==> config.mk <==
export PLATFORM = sky130hd
export DESIGN_NAME = lru_page_cache_with_bump_allocator_core
export DESIGN_NICKNAME = d
export VERILOG_FILES = /design/src/design/lpc_pkg.sv /design/src/design/lpc_alloc.sv /design/src/design/lpc_cache.sv /design/src/design/lru_page_cache_with_bump_allocator_core.sv
export SDC_FILE = /design/constraint.sdc
export NUM_CORES = 2
export LEC_CHECK = 0
export ABC_CLOCK_PERIOD_IN_PS = 9500
export BUFFER_PORTS_ARGS = -buffer_cell sky130_fd_sc_hd__buf_2
export CORE_UTILIZATION = 40
export DETAILED_ROUTE_END_ITERATION = 12
export PLACE_DENSITY = 0.57
export SYNTH_ARGS = -nofsm -noshare
export SYNTH_HDL_FRONTEND = slang
export SYNTH_SLANG_ARGS = --single-unit
==> constraint.sdc <==
create_clock -name clk_i -period 9.5 [get_ports clk_i]
set_input_delay 1.425 -clock clk_i [delete_from_list [all_inputs] [get_ports clk_i]]
set_output_delay 1.425 -clock clk_i [all_outputs]
set_load 0.03 [all_outputs]
==> src/design/lpc_pkg.sv <==
package lpc_pkg;

  localparam int unsigned ADDR_W        = 32;
  localparam int unsigned PAGE_TAG_W    = 23;
  localparam int unsigned SLOT_W        = 3;
  localparam int unsigned OFFSET_W      = 9;
  localparam int unsigned FAULT_W       = 16;
  localparam int unsigned SLOTS_CFG_W   = 4;
  localparam int unsigned CFG_IDX_W     = 2;

  localparam int unsigned SLOTS_DEF     = 8;
  localparam int unsigned PAGE_BITS_DEF = 9;

  localparam logic [ADDR_W-1:0]      SPACE_START_RST  = 32'd512;
  localparam logic [ADDR_W-1:0]      CAPACITY_RST     = 32'd0;
  localparam logic [SLOTS_CFG_W-1:0] SLOTS_IN_USE_RST = 4'd8;

  localparam logic [CFG_IDX_W-1:0] REG_SPACE_START     = 2'd0;
  localparam logic [CFG_IDX_W-1:0] REG_DEVICE_CAPACITY = 2'd1;
  localparam logic [CFG_IDX_W-1:0] REG_SLOTS_IN_USE    = 2'd2;

  localparam logic FUNC_ALLOC  = 1'b0;
  localparam logic FUNC_ACCESS = 1'b1;

  typedef enum logic [1:0] {
    STATUS_OK       = 2'd0,
    STATUS_RANGE    = 2'd1,
    STATUS_NO_SPACE = 2'd2
  } status_e;

  typedef struct packed {
    logic              start;
    logic [ADDR_W-1:0] size;
    logic              keep;
  } alloc_req_t;

  typedef struct packed {
    logic              fail;
    logic [ADDR_W-1:0] start_address;
  } alloc_res_t;

  typedef struct packed {
    logic                   start;
    logic [PAGE_TAG_W-1:0]  page;
    logic [SLOTS_CFG_W-1:0] slots_in_use;
  } cache_req_t;

  typedef struct packed {
    logic [SLOT_W-1:0]     slot;
    logic                  hit;
    logic                  wb_valid;
    logic [PAGE_TAG_W-1:0] wb_page;
    logic                  fetch_valid;
    logic [PAGE_TAG_W-1:0] fetch_page;
  } cache_res_t;

endpackage

==> src/design/lpc_alloc.sv <==
module lpc_alloc #(
  parameter int unsigned PAGE_BITS = lpc_pkg::PAGE_BITS_DEF
) (
  input  logic                           clk_i,
  input  logic                           rst_ni,
  input  lpc_pkg::alloc_req_t            req_i,
  input  logic                           load_i,
  input  logic [lpc_pkg::ADDR_W-1:0]     load_value_i,
  input  logic [lpc_pkg::ADDR_W-1:0]     capacity_i,
  output logic [lpc_pkg::ADDR_W-1:0]     next_free_o,
  output logic                           done_o,
  output lpc_pkg::alloc_res_t            res_o
);

  localparam int unsigned AW = lpc_pkg::ADDR_W;
  localparam logic [AW:0] PageMask = (33'd1 << PAGE_BITS) - 33'd1;

  typedef enum logic [1:0] {
    A_IDLE,
    A_END,
    A_DONE
  } alloc_state_e;

  alloc_state_e        state_q, state_d;
  logic [AW-1:0]       next_free_q, next_free_d;
  logic [AW:0]         start_q, start_d;
  logic [AW-1:0]       size_q, size_d;
  lpc_pkg::alloc_res_t res_q, res_d;

  logic [AW:0]   last_addr;
  logic          crosses;
  logic [AW+1:0] end_addr;

  // The idle state places the region; the end state checks its end against capacity.
  always_comb begin
    last_addr = {1'b0, next_free_q} + {1'b0, req_i.size} - {{AW{1'b0}}, 1'b1};
    crosses   = req_i.keep && (req_i.size != '0) &&
                (({1'b0, next_free_q} >> PAGE_BITS) != (last_addr >> PAGE_BITS));
    end_addr  = {1'b0, start_q} + {2'b00, size_q};

    state_d     = state_q;
    next_free_d = next_free_q;
    start_d     = start_q;
    size_d      = size_q;
    res_d       = res_q;

    case (state_q)
      A_IDLE: begin
        if (load_i) begin
          next_free_d = load_value_i;
        end
        if (req_i.start) begin
          start_d = crosses ? (({1'b0, next_free_q} | PageMask) + {{AW{1'b0}}, 1'b1})
                            : {1'b0, next_free_q};
          size_d  = req_i.size;
          state_d = A_END;
        end
      end
      A_END: begin
        if (end_addr > {2'b00, capacity_i}) begin
          res_d.fail          = 1'b1;
          res_d.start_address = '0;
        end else begin
          res_d.fail          = 1'b0;
          res_d.start_address = start_q[AW-1:0];
          next_free_d         = end_addr[AW-1:0];
        end
        state_d = A_DONE;
      end
      A_DONE: begin
        state_d = A_IDLE;
      end
      default: begin
        state_d = A_IDLE;
      end
    endcase
  end

  always_ff @(posedge clk_i or negedge rst_ni) begin
    if (!rst_ni) begin
      state_q     <= A_IDLE;
      next_free_q <= lpc_pkg::SPACE_START_RST;
      start_q     <= '0;
      size_q      <= '0;
      res_q       <= '0;
    end else begin
      state_q     <= state_d;
      next_free_q <= next_free_d;
      start_q     <= start_d;
      size_q      <= size_d;
      res_q       <= res_d;
    end
  end

  assign next_free_o = next_free_q;
  assign done_o      = (state_q == A_DONE);
  assign res_o       = res_q;

endmodule

==> src/design/lpc_cache.sv <==
module lpc_cache #(
  parameter int unsigned SLOTS = lpc_pkg::SLOTS_DEF
) (
  input  logic                            clk_i,
  input  logic                            rst_ni,
  input  lpc_pkg::cache_req_t             req_i,
  output logic                            done_o,
  output lpc_pkg::cache_res_t             res_o,
  output logic [lpc_pkg::FAULT_W-1:0]     fault_count_o
);

  localparam int unsigned TW   = lpc_pkg::PAGE_TAG_W;
  localparam int unsigned W    = (SLOTS > 1) ? $clog2(SLOTS) : 1;
  localparam int unsigned CntW = $clog2(SLOTS + 1);
  localparam int unsigned CmpW = (CntW > lpc_pkg::SLOTS_CFG_W) ? CntW : lpc_pkg::SLOTS_CFG_W;

  typedef enum logic [2:0] {
    C_IDLE,
    C_SRCH,
    C_MISS,
    C_EVICT,
    C_UNLINK,
    C_TAIL,
    C_LINK,
    C_DONE
  } cache_state_e;

  // Tag store and the two halves of the doubly linked LRU list.
  logic [TW-1:0] tag_mem  [SLOTS];
  logic [W-1:0]  next_mem [SLOTS];
  logic [W-1:0]  prev_mem [SLOTS];
  logic [TW-1:0] tag_rd_q;
  logic [W-1:0]  next_rd_q;
  logic [W-1:0]  prev_rd_q;

  logic          tag_we, tag_re, link_re, next_we, prev_we;
  logic [W-1:0]  tag_waddr, tag_raddr, link_raddr;
  logic [W-1:0]  next_waddr, next_wdata, prev_waddr, prev_wdata;
  logic [TW-1:0] tag_wdata;

  cache_state_e               state_q, state_d;
  logic [TW-1:0]              page_q, page_d;
  logic [W-1:0]               srch_idx_q, srch_idx_d;
  logic                       cmp_vld_q, cmp_vld_d;
  logic [W-1:0]               slot_q, slot_d;
  logic                       unlink_old_q, unlink_old_d;
  logic [CntW-1:0]            filled_q, filled_d;
  logic [W-1:0]               oldest_q, oldest_d;
  logic [W-1:0]               newest_q, newest_d;
  logic [lpc_pkg::FAULT_W-1:0] evict_cnt_q, evict_cnt_d;
  lpc_pkg::cache_res_t        res_q, res_d;

  logic [CmpW-1:0] slots_ext, enabled;
  logic            fill_ok;
  logic            last_cmp;

  always_ff @(posedge clk_i) begin
    if (tag_we) begin
      tag_mem[tag_waddr] <= tag_wdata;
    end
    if (tag_re) begin
      tag_rd_q <= tag_mem[tag_raddr];
    end
  end

  always_ff @(posedge clk_i) begin
    if (next_we) begin
      next_mem[next_waddr] <= next_wdata;
    end
    if (link_re) begin
      next_rd_q <= next_mem[link_raddr];
    end
  end

  always_ff @(posedge clk_i) begin
    if (prev_we) begin
      prev_mem[prev_waddr] <= prev_wdata;
    end
    if (link_re) begin
      prev_rd_q <= prev_mem[link_raddr];
    end
  end

  always_comb begin
    slots_ext = CmpW'(req_i.slots_in_use);
    if (slots_ext == '0) begin
      enabled = CmpW'(1);
    end else if (slots_ext > CmpW'(SLOTS)) begin
      enabled = CmpW'(SLOTS);
    end else begin
      enabled = slots_ext;
    end
    fill_ok  = (CmpW'(filled_q) < enabled);
    last_cmp = ((CntW'(srch_idx_q) + CntW'(1)) == filled_q);

    state_d      = state_q;
    page_d       = page_q;
    srch_idx_d   = srch_idx_q;
    cmp_vld_d    = cmp_vld_q;
    slot_d       = slot_q;
    unlink_old_d = unlink_old_q;
    filled_d     = filled_q;
    oldest_d     = oldest_q;
    newest_d     = newest_q;
    evict_cnt_d  = evict_cnt_q;
    res_d        = res_q;

    tag_we     = 1'b0;
    tag_waddr  = slot_q;
    tag_wdata  = page_q;
    tag_re     = 1'b0;
    tag_raddr  = '0;
    link_re    = 1'b0;
    link_raddr = slot_q;
    next_we    = 1'b0;
    next_waddr = slot_q;
    next_wdata = slot_q;
    prev_we    = 1'b0;
    prev_waddr = slot_q;
    prev_wdata = newest_q;

    case (state_q)
      C_IDLE: begin
        if (req_i.start) begin
          page_d     = req_i.page;
          res_d      = '0;
          cmp_vld_d  = 1'b0;
          srch_idx_d = '0;
          state_d    = (filled_q == '0) ? C_MISS : C_SRCH;
        end
      end
      // One tag is read per cycle; the compare uses the registered read in the cycle after it.
      C_SRCH: begin
        if (cmp_vld_q && (tag_rd_q == page_q)) begin
          slot_d     = srch_idx_q;
          res_d.hit  = 1'b1;
          res_d.slot = lpc_pkg::SLOT_W'(srch_idx_q);
          if (srch_idx_q == newest_q) begin
            state_d = C_DONE;
          end else begin
            link_re      = 1'b1;
            link_raddr   = srch_idx_q;
            unlink_old_d = (srch_idx_q == oldest_q);
            state_d      = C_UNLINK;
          end
        end else if (cmp_vld_q && last_cmp) begin
          state_d = C_MISS;
        end else begin
          tag_re     = 1'b1;
          tag_raddr  = cmp_vld_q ? (srch_idx_q + W'(1)) : '0;
          srch_idx_d = tag_raddr;
          cmp_vld_d  = 1'b1;
        end
      end
      C_MISS: begin
        res_d.fetch_valid = 1'b1;
        res_d.fetch_page  = page_q;
        if (fill_ok) begin
          slot_d     = W'(filled_q);
          res_d.slot = lpc_pkg::SLOT_W'(filled_q);
          filled_d   = filled_q + CntW'(1);
          tag_we     = 1'b1;
          tag_waddr  = W'(filled_q);
          if (filled_q == '0) begin
            oldest_d   = '0;
            newest_d   = '0;
            next_we    = 1'b1;
            next_waddr = '0;
            next_wdata = '0;
            prev_we    = 1'b1;
            prev_waddr = '0;
            prev_wdata = '0;
            state_d    = C_DONE;
          end else begin
            state_d = C_TAIL;
          end
        end else begin
          slot_d     = oldest_q;
          res_d.slot = lpc_pkg::SLOT_W'(oldest_q);
          tag_re     = 1'b1;
          tag_raddr  = oldest_q;
          link_re    = 1'b1;
          link_raddr = oldest_q;
          state_d    = C_EVICT;
        end
      end
      C_EVICT: begin
        res_d.wb_valid = 1'b1;
        res_d.wb_page  = tag_rd_q;
        tag_we         = 1'b1;
        evict_cnt_d    = evict_cnt_q + lpc_pkg::FAULT_W'(1);
        if (slot_q == newest_q) begin
          state_d = C_DONE;
        end else begin
          oldest_d   = next_rd_q;
          prev_we    = 1'b1;
          prev_waddr = next_rd_q;
          prev_wdata = next_rd_q;
          next_we    = 1'b1;
          next_waddr = newest_q;
          next_wdata = slot_q;
          state_d    = C_LINK;
        end
      end
      C_UNLINK: begin
        if (unlink_old_q) begin
          oldest_d   = next_rd_q;
          prev_we    = 1'b1;
          prev_waddr = next_rd_q;
          prev_wdata = next_rd_q;
          next_we    = 1'b1;
          next_waddr = newest_q;
          next_wdata = slot_q;
          state_d    = C_LINK;
        end else begin
          next_we    = 1'b1;
          next_waddr = prev_rd_q;
          next_wdata = next_rd_q;
          prev_we    = 1'b1;
          prev_waddr = next_rd_q;
          prev_wdata = prev_rd_q;
          state_d    = C_TAIL;
        end
      end
      C_TAIL: begin
        next_we    = 1'b1;
        next_waddr = newest_q;
        next_wdata = slot_q;
        state_d    = C_LINK;
      end
      C_LINK: begin
        prev_we    = 1'b1;
        prev_waddr = slot_q;
        prev_wdata = newest_q;
        next_we    = 1'b1;
        next_waddr = slot_q;
        next_wdata = slot_q;
        newest_d   = slot_q;
        state_d    = C_DONE;
      end
      C_DONE: begin
        state_d = C_IDLE;
      end
      default: begin
        state_d = C_IDLE;
      end
    endcase
  end

  always_ff @(posedge clk_i or negedge rst_ni) begin
    if (!rst_ni) begin
      state_q      <= C_IDLE;
      page_q       <= '0;
      srch_idx_q   <= '0;
      cmp_vld_q    <= 1'b0;
      slot_q       <= '0;
      unlink_old_q <= 1'b0;
      filled_q     <= '0;
      oldest_q     <= '0;
      newest_q     <= '0;
      evict_cnt_q  <= '0;
      res_q        <= '0;
    end else begin
      state_q      <= state_d;
      page_q       <= page_d;
      srch_idx_q   <= srch_idx_d;
      cmp_vld_q    <= cmp_vld_d;
      slot_q       <= slot_d;
      unlink_old_q <= unlink_old_d;
      filled_q     <= filled_d;
      oldest_q     <= oldest_d;
      newest_q     <= newest_d;
      evict_cnt_q  <= evict_cnt_d;
      res_q        <= res_d;
    end
  end

  assign done_o        = (state_q == C_DONE);
  assign res_o         = res_q;
  assign fault_count_o = evict_cnt_q;

endmodule

==> src/design/lru_page_cache_with_bump_allocator_core.sv <==
// Paged virtual-memory front end for a block device. An allocate item grants
// request_size bytes at a bump pointer, optionally skipping to the next page
// so that the region does not cross a page boundary, and fails with status 2
// when the region would end beyond device_capacity. An access item first
// checks the address against [space_start, bump pointer) and reports status 1
// when it falls outside. Otherwise the page number is looked up in a fully
// associative page cache kept in true LRU order. A miss fills the next free
// slot, or evicts the least recently used slot and requests a writeback of
// the old page; every miss requests a fetch of the new page. fault_count
// reports the number of evictions so far and is valid on every result.
// Items are handled one at a time. The allocator places an allocate item
// and then checks its end against capacity. An out-of-range access goes
// straight to its result; otherwise the tag memory is scanned one entry
// per cycle, and relinking the LRU list writes over the unlink, tail and
// link states on the single write port of each link memory. A finished
// result waits in the output register; the next item is accepted as soon as
// the previous one has moved into it. No clearing pass runs after reset.
// Configuration registers may be written only while no item is in flight;
// writing space_start also reloads the bump pointer.
module lru_page_cache_with_bump_allocator_core #(
  parameter int unsigned SLOTS     = lpc_pkg::SLOTS_DEF,
  parameter int unsigned PAGE_BITS = lpc_pkg::PAGE_BITS_DEF
) (
  input  logic                              clk_i,
  input  logic                              rst_ni,

  input  logic                              in_valid_i,
  output logic                              in_ready_o,
  input  logic                              func_i,
  input  logic [lpc_pkg::ADDR_W-1:0]        address_i,
  input  logic [lpc_pkg::ADDR_W-1:0]        request_size_i,
  input  logic                              keep_in_page_i,

  output logic                              out_valid_o,
  input  logic                              out_ready_i,
  output logic [1:0]                        status_o,
  output logic [lpc_pkg::ADDR_W-1:0]        start_address_o,
  output logic [lpc_pkg::SLOT_W-1:0]        slot_o,
  output logic [lpc_pkg::OFFSET_W-1:0]      page_offset_o,
  output logic                              hit_o,
  output logic                              writeback_valid_o,
  output logic [lpc_pkg::PAGE_TAG_W-1:0]    writeback_page_o,
  output logic                              fetch_valid_o,
  output logic [lpc_pkg::PAGE_TAG_W-1:0]    fetch_page_o,
  output logic [lpc_pkg::FAULT_W-1:0]       fault_count_o,

  input  logic                              cfg_we_i,
  input  logic [lpc_pkg::CFG_IDX_W-1:0]     cfg_index_i,
  input  logic [lpc_pkg::ADDR_W-1:0]        cfg_data_i
);

  localparam int unsigned AW = lpc_pkg::ADDR_W;
  localparam logic [AW-1:0] PageMask = (32'd1 << PAGE_BITS) - 32'd1;

  typedef enum logic [1:0] {
    T_IDLE,
    T_START,
    T_WAIT,
    T_RESP
  } top_state_e;

  // Configuration registers.
  logic [AW-1:0]                   space_start_q;
  logic [AW-1:0]                   capacity_q;
  logic [lpc_pkg::SLOTS_CFG_W-1:0] slots_in_use_q;
  logic                            load_start;

  always_ff @(posedge clk_i or negedge rst_ni) begin
    if (!rst_ni) begin
      space_start_q  <= lpc_pkg::SPACE_START_RST;
      capacity_q     <= lpc_pkg::CAPACITY_RST;
      slots_in_use_q <= lpc_pkg::SLOTS_IN_USE_RST;
    end else if (cfg_we_i) begin
      case (cfg_index_i)
        lpc_pkg::REG_SPACE_START:     space_start_q  <= cfg_data_i;
        lpc_pkg::REG_DEVICE_CAPACITY: capacity_q     <= cfg_data_i;
        lpc_pkg::REG_SLOTS_IN_USE:    slots_in_use_q <= cfg_data_i[lpc_pkg::SLOTS_CFG_W-1:0];
        default: ;
      endcase
    end
  end

  assign load_start = cfg_we_i && (cfg_index_i == lpc_pkg::REG_SPACE_START);

  // Item sequencing and the output register.
  top_state_e                      state_q;
  logic                            func_q;
  logic [AW-1:0]                   addr_q;
  logic [AW-1:0]                   size_q;
  logic                            keep_q;
  logic                            range_fail_q;

  logic                            out_valid_q;
  lpc_pkg::status_e                status_q;
  logic [AW-1:0]                   start_address_q;
  lpc_pkg::cache_res_t             cres_q;
  logic [lpc_pkg::OFFSET_W-1:0]    page_offset_q;
  logic [lpc_pkg::FAULT_W-1:0]     fault_count_q;

  lpc_pkg::alloc_req_t             alloc_req;
  lpc_pkg::alloc_res_t             alloc_res;
  logic                            alloc_done;
  logic [AW-1:0]                   next_free;
  lpc_pkg::cache_req_t             cache_req;
  lpc_pkg::cache_res_t             cache_res;
  logic                            cache_done;
  logic [lpc_pkg::FAULT_W-1:0]     fault_count;

  logic                            in_range;
  logic                            out_free;

  assign in_range = (addr_q >= space_start_q) && (addr_q < next_free);
  assign out_free = !out_valid_q || out_ready_i;

  always_comb begin
    alloc_req.start = (state_q == T_START) && (func_q == lpc_pkg::FUNC_ALLOC);
    alloc_req.size  = size_q;
    alloc_req.keep  = keep_q;

    cache_req.start        = (state_q == T_START) && (func_q == lpc_pkg::FUNC_ACCESS) &&
                             in_range;
    cache_req.page         = lpc_pkg::PAGE_TAG_W'(addr_q >> PAGE_BITS);
    cache_req.slots_in_use = slots_in_use_q;
  end

  always_ff @(posedge clk_i or negedge rst_ni) begin
    if (!rst_ni) begin
      state_q         <= T_IDLE;
      func_q          <= lpc_pkg::FUNC_ALLOC;
      addr_q          <= '0;
      size_q          <= '0;
      keep_q          <= 1'b0;
      range_fail_q    <= 1'b0;
      out_valid_q     <= 1'b0;
      status_q        <= lpc_pkg::STATUS_OK;
      start_address_q <= '0;
      cres_q          <= '0;
      page_offset_q   <= '0;
      fault_count_q   <= '0;
    end else begin
      // In the response state the output register is reloaded instead.
      if (out_valid_q && out_ready_i && (state_q != T_RESP)) begin
        out_valid_q <= 1'b0;
      end
      case (state_q)
        T_IDLE: begin
          if (in_valid_i) begin
            func_q  <= func_i;
            addr_q  <= address_i;
            size_q  <= request_size_i;
            keep_q  <= keep_in_page_i;
            state_q <= T_START;
          end
        end
        T_START: begin
          // An out-of-range access never reaches the cache.
          range_fail_q <= (func_q == lpc_pkg::FUNC_ACCESS) && !in_range;
          if ((func_q == lpc_pkg::FUNC_ACCESS) && !in_range) begin
            state_q <= T_RESP;
          end else begin
            state_q <= T_WAIT;
          end
        end
        T_WAIT: begin
          if ((func_q == lpc_pkg::FUNC_ALLOC) ? alloc_done : cache_done) begin
            state_q <= T_RESP;
          end
        end
        T_RESP: begin
          if (out_free) begin
            out_valid_q   <= 1'b1;
            fault_count_q <= fault_count;
            if (func_q == lpc_pkg::FUNC_ALLOC) begin
              // The allocator already reports a start address of zero on failure.
              if (alloc_res.fail) begin
                status_q <= lpc_pkg::STATUS_NO_SPACE;
              end else begin
                status_q <= lpc_pkg::STATUS_OK;
              end
              start_address_q <= alloc_res.start_address;
              cres_q          <= '0;
              page_offset_q   <= '0;
            end else if (range_fail_q) begin
              status_q        <= lpc_pkg::STATUS_RANGE;
              start_address_q <= '0;
              cres_q          <= '0;
              page_offset_q   <= '0;
            end else begin
              status_q        <= lpc_pkg::STATUS_OK;
              start_address_q <= '0;
              cres_q          <= cache_res;
              page_offset_q   <= lpc_pkg::OFFSET_W'(addr_q & PageMask);
            end
            state_q <= T_IDLE;
          end
        end
        default: begin
          state_q <= T_IDLE;
        end
      endcase
    end
  end

  lpc_alloc #(
    .PAGE_BITS (PAGE_BITS)
  ) u_alloc (
    .clk_i        (clk_i),
    .rst_ni       (rst_ni),
    .req_i        (alloc_req),
    .load_i       (load_start),
    .load_value_i (cfg_data_i),
    .capacity_i   (capacity_q),
    .next_free_o  (next_free),
    .done_o       (alloc_done),
    .res_o        (alloc_res)
  );

  lpc_cache #(
    .SLOTS (SLOTS)
  ) u_cache (
    .clk_i         (clk_i),
    .rst_ni        (rst_ni),
    .req_i         (cache_req),
    .done_o        (cache_done),
    .res_o         (cache_res),
    .fault_count_o (fault_count)
  );

  assign in_ready_o        = (state_q == T_IDLE);
  assign out_valid_o       = out_valid_q;
  assign status_o          = status_q;
  assign start_address_o   = start_address_q;
  assign slot_o            = cres_q.slot;
  assign page_offset_o     = page_offset_q;
  assign hit_o             = cres_q.hit;
  assign writeback_valid_o = cres_q.wb_valid;
  assign writeback_page_o  = cres_q.wb_page;
  assign fetch_valid_o     = cres_q.fetch_valid;
  assign fetch_page_o      = cres_q.fetch_page;
  assign fault_count_o     = fault_count_q;

endmodule
==> flow_summary.toml <==
[status]
outcome = "finished clean"

[route]
viasPerCell = 5.44
dr.pass1.iters = 6
detail-route-antenna-nets = 0
vias = 26900
drt_iter0_drc = 2314
drt_wl_total_um = 113000
wire_per_inst_um = 22.9
drc = 0

[critical_path]
timing.critical_path.mode_cell = "a21oi_1"
worstPathArrival_ps = 6470
critPathMaxFanout = 20
endpoint_kind = "flop"
path_buf_inv = 1
path_cells = "ha_1 -> fa_1 -> a21o_1 -> a21oi_1 -> o21bai_1 -> a21o_1 -> a21boi_0 -> o21ai_0 -> a21oi_1 -> o21bai_1 -> a211o_1 -> and2_1 -> ha_1 -> nand4_1 -> o31ai_1 -> a21oi_1 -> o211ai_1 -> a21oi_1 -> o41ai_1 -> o31a_2 -> buf_4 -> mux2_2"
rr_worst_depth = 22
crit_slowest_cell = "o31a_2"
crit_cells = 22
slowest_delay_ps = 560
crit_family = "compound AO/OA/AOI/OAI gates"
critPathRequiredTime_ps = 10040
crit_type = "reg2reg"
critPathLaunchType = "flop"

[logic_synthesis]
yosys_warnings = 0
synth_cell_types = 81
async_flop_share_pct = 65.4
ys_seq_elements = 754
synth_top_area_cell = "dfrtp_1"
synth_ff_type = "dfrtp_1"
syn-instance-count = 3455
synth_commonest_cells = "dfrtp_1, nand2_1, o21ai_0, edfxtp_1, inv_1"
synth_area_leaders = "dfrtp_1, edfxtp_1, ha_1, mux2_2, nand2_1"
synth_top_area_share_pct = 32.1
synth_most_common_cell = "dfrtp_1"
ys_seq_area_share_pct = 52.9
synth_area_sq_um = 38100
syn_area_per_cell_sq_um = 11.0
synth_edf_count = 261
synth.net_count = 3761

[clocking]
cts_tree = "yes"
root_buffer = "clkbuf_16"
clock_tree.buffer_depth = 3
cts_resized = 0
cts_hold_repair.buffers = 0
htree_levels = 3
cts_buffers = 87
clk_latency_ps = 650
clk_pin_slew_ps = 60
cts_setup_buffers = 0
cts.sinks = 754

[power]
switchingPower_mw = 8.16
power_frac_seq_pct = 30.7
p_per_area_nw_per_um2 = 415
power.total_mw = 18.0
p_int_mw = 9.82
combPwrFrac_pct = 50.7
p_leak_nw = 19.1
vdd_drop_max_uv = 188
p_clk_share_pct = 18.6
switching_share_pct = 45.4

[placement]
gp_congestion = 0.961
portBuffers = 217
hpwl_um = 81400

[cells_and_area]
register_area_sq_um = 20200
fillers = 8858
nets = 3929
synthToLayoutAreaGrowth_pct = 13.5
drive_above_1_share_pct = 18.7
multiInputGateArea_sq_um = 16500

[sta]
post-route-period-util_pct = 62.5
drv_slew = 0
post-route-min-period_ps = 5930
hold_violations = 0
finalSetupTns_ps = 0
finalClockSkew_ps = 26.7
max_freq_mhz = 169
slew_headroom_pct = 16.8
worst_pin_slew_ps = 1240
rsz0062_at_grt = "false"
setup_violations = 0

[grt]
grt_max_degree = 107
grt_usage_pct = 23.4
antenna_found_initial = 6
overflow = 0
grt_pass1_wl_um = 171000
grt_pass1_vias = 26400

[job]
maxCapViolations = 0

[worst_hold_path]
min_path_type = "reg2reg"
whs_path_depth = 2

[floorplanning]
initial_core_util_pct = 40.6
dieArea_sq_um = 96600
fp.dieW_um = 311
std_cell_rows = 112
io_pins = 218
die_h_um = 311
core_sq_um = 93900
[flip-flops by register name, indices dropped and copies added (netlist names), 24 cells and up]
signal               count
u_alloc.next_free_o     32
addr_q                  32
space_start_q           32
u_alloc.res_o           33
size_q                  32
start_address_o         32
u_cache.res_o           52
u_cache.next_mem        24
u_cache.prev_mem        24
u_alloc.start_q         33
u_alloc.size_q          32
capacity_q              32
u_cache.tag_mem        184
[worst paths after layout]
path,start,end,slack [ps]
min in group asynchronous,rst_ni,addr_q[0]$_DFFE_PN0P_,760
worst min-delay path,fetch_page_o[16]$_DFFE_PN0P_,fetch_page_o[16]$_DFFE_PN0P_,470
max in group asynchronous,rst_ni,space_start_q[17]$_DFFE_PN0P_,6470
worst max register to register,u_alloc.start_q[0]$_DFFE_PN0P_,u_alloc.next_free_o[27]$_DFFE_PN0P_,3570
worst min register to register,fetch_page_o[16]$_DFFE_PN0P_,fetch_page_o[16]$_DFFE_PN0P_,470
worst max-delay path,u_alloc.start_q[0]$_DFFE_PN0P_,u_alloc.next_free_o[27]$_DFFE_PN0P_,3570
[placed cells by master, fill, tap and decap left out, types with 8 or more instances in the layout]
cell type	n
buf_4	34
a21oi_1	100
nand2b_1	51
buf_2	216
or3_1	17
mux2i_1	138
nor2_4	8
a211oi_1	9
o22ai_1	11
nor4_1	28
o21a_1	22
nand3_1	31
nor3_1	31
mux2_2	205
o211ai_1	34
nor2b_1	15
a31oi_1	34
clkinv_2	14
edfxtp_1	261
a31o_2	49
and2_1	54
dfrtp_1	490
nor2_1	112
a22o_1	39
o21ai_0	274
o31ai_2	8
clkbuf_1	25
xnor2_1	66
o31ai_1	9
and3_1	13
xor2_1	43
nand4_1	48
o21bai_1	9
o21ai_1	18
clkbuf_16	91
clkbuf_8	11
nand2_1	404
ha_1	200
inv_1	234
a21o_1	74
[power by group through the flow]
| stage | clock [mW] | sequential (mW) | combinational (mW) |
|---|---|---|---|
| 6_report | 3.34 | 5.52 | 9.11 |
| 5_1_grt | 3.54 | 5.63 | 10.0 |
| 4_1_cts | 3.42 | 5.51 | 9.03 |
| 3_5_place_dp | 0 | 5.57 | 8.98 |
| 3_3_place_gp | 0 | 5.54 | 9.01 |
| 2_1_floorplan | 0 | 5.33 | 6.24 |
[metal layers]
metal | global-route usage [%] | vias to the layer above | wire length, um
met5 | 0 | - | 15
met4 | 6.33 | 2 | 2910
met3 | 4.84 | 158 | 7430
met2 | 35.1 | 792 | 49700
met1 | 34.2 | 13300 | 53400
li1 | - | 12700 | -
[kinds of logic (layout without fill, tap and decap cells)]
| family | Yosys count | count (layout) | synth area share [%] |
|---|---|---|---|
| AO/OA/AOI/OAI | 782 | 782 | 13.5 |
| multiplexers | 343 | 343 | 9.67 |
| flip-flops | 754 | 754 | 52.9 |
| XOR/XNOR | 109 | 109 | 2.50 |
| other | 0 | 1 | 0 |
| AND/OR/NAND/NOR | 858 | 858 | 10.6 |
| buffers and inverters | 408 | 647 | 4.25 |
| adder cells (fa/ha/maj) | 201 | 201 | 6.61 |
[layout make-up]
cell class	count	area share, %
Timing Repair Buffer	251	3.12
Antenna cell	1	0.00578
Inverter	236	2.05
Multi-Input combinational cell	2293	38.1
Clock buffer	127	5.82
Clock inverter	33	0.731
Sequential cell	754	46.6
Tap cell	1254	3.62
[worst reg2reg max path, cell delays in order (launching register included)]
cell	delay [ps]
dfrtp_1	390
ha_1	220
fa_1	410
a21o_1	180
a21oi_1	220
o21bai_1	130
a21o_1	210
a21boi_0	310
o21ai_0	170
a21oi_1	260
o21bai_1	90
a211o_1	300
and2_1	150
ha_1	280
nand4_1	120
o31ai_1	420
a21oi_1	140
o211ai_1	180
a21oi_1	90
o41ai_1	150
o31a_2	560
buf_4	430
mux2_2	410
[metrics by stage]
step,util (%),hold WS (ps),setup WS [ps],instances,area [sq um]
2_1_floorplan,-,442,4760,3455,38100
3_3_place_gp,43.1,457,3690,4788,40500
3_5_place_dp,43.1,465,3620,4788,40500
4_1_cts,46.1,478,3600,4948,43300
5_1_grt,46.1,492,3270,4949,43300
6_report,46.1,471,3570,4949,43300
Power figures use the tool's default switching activity.
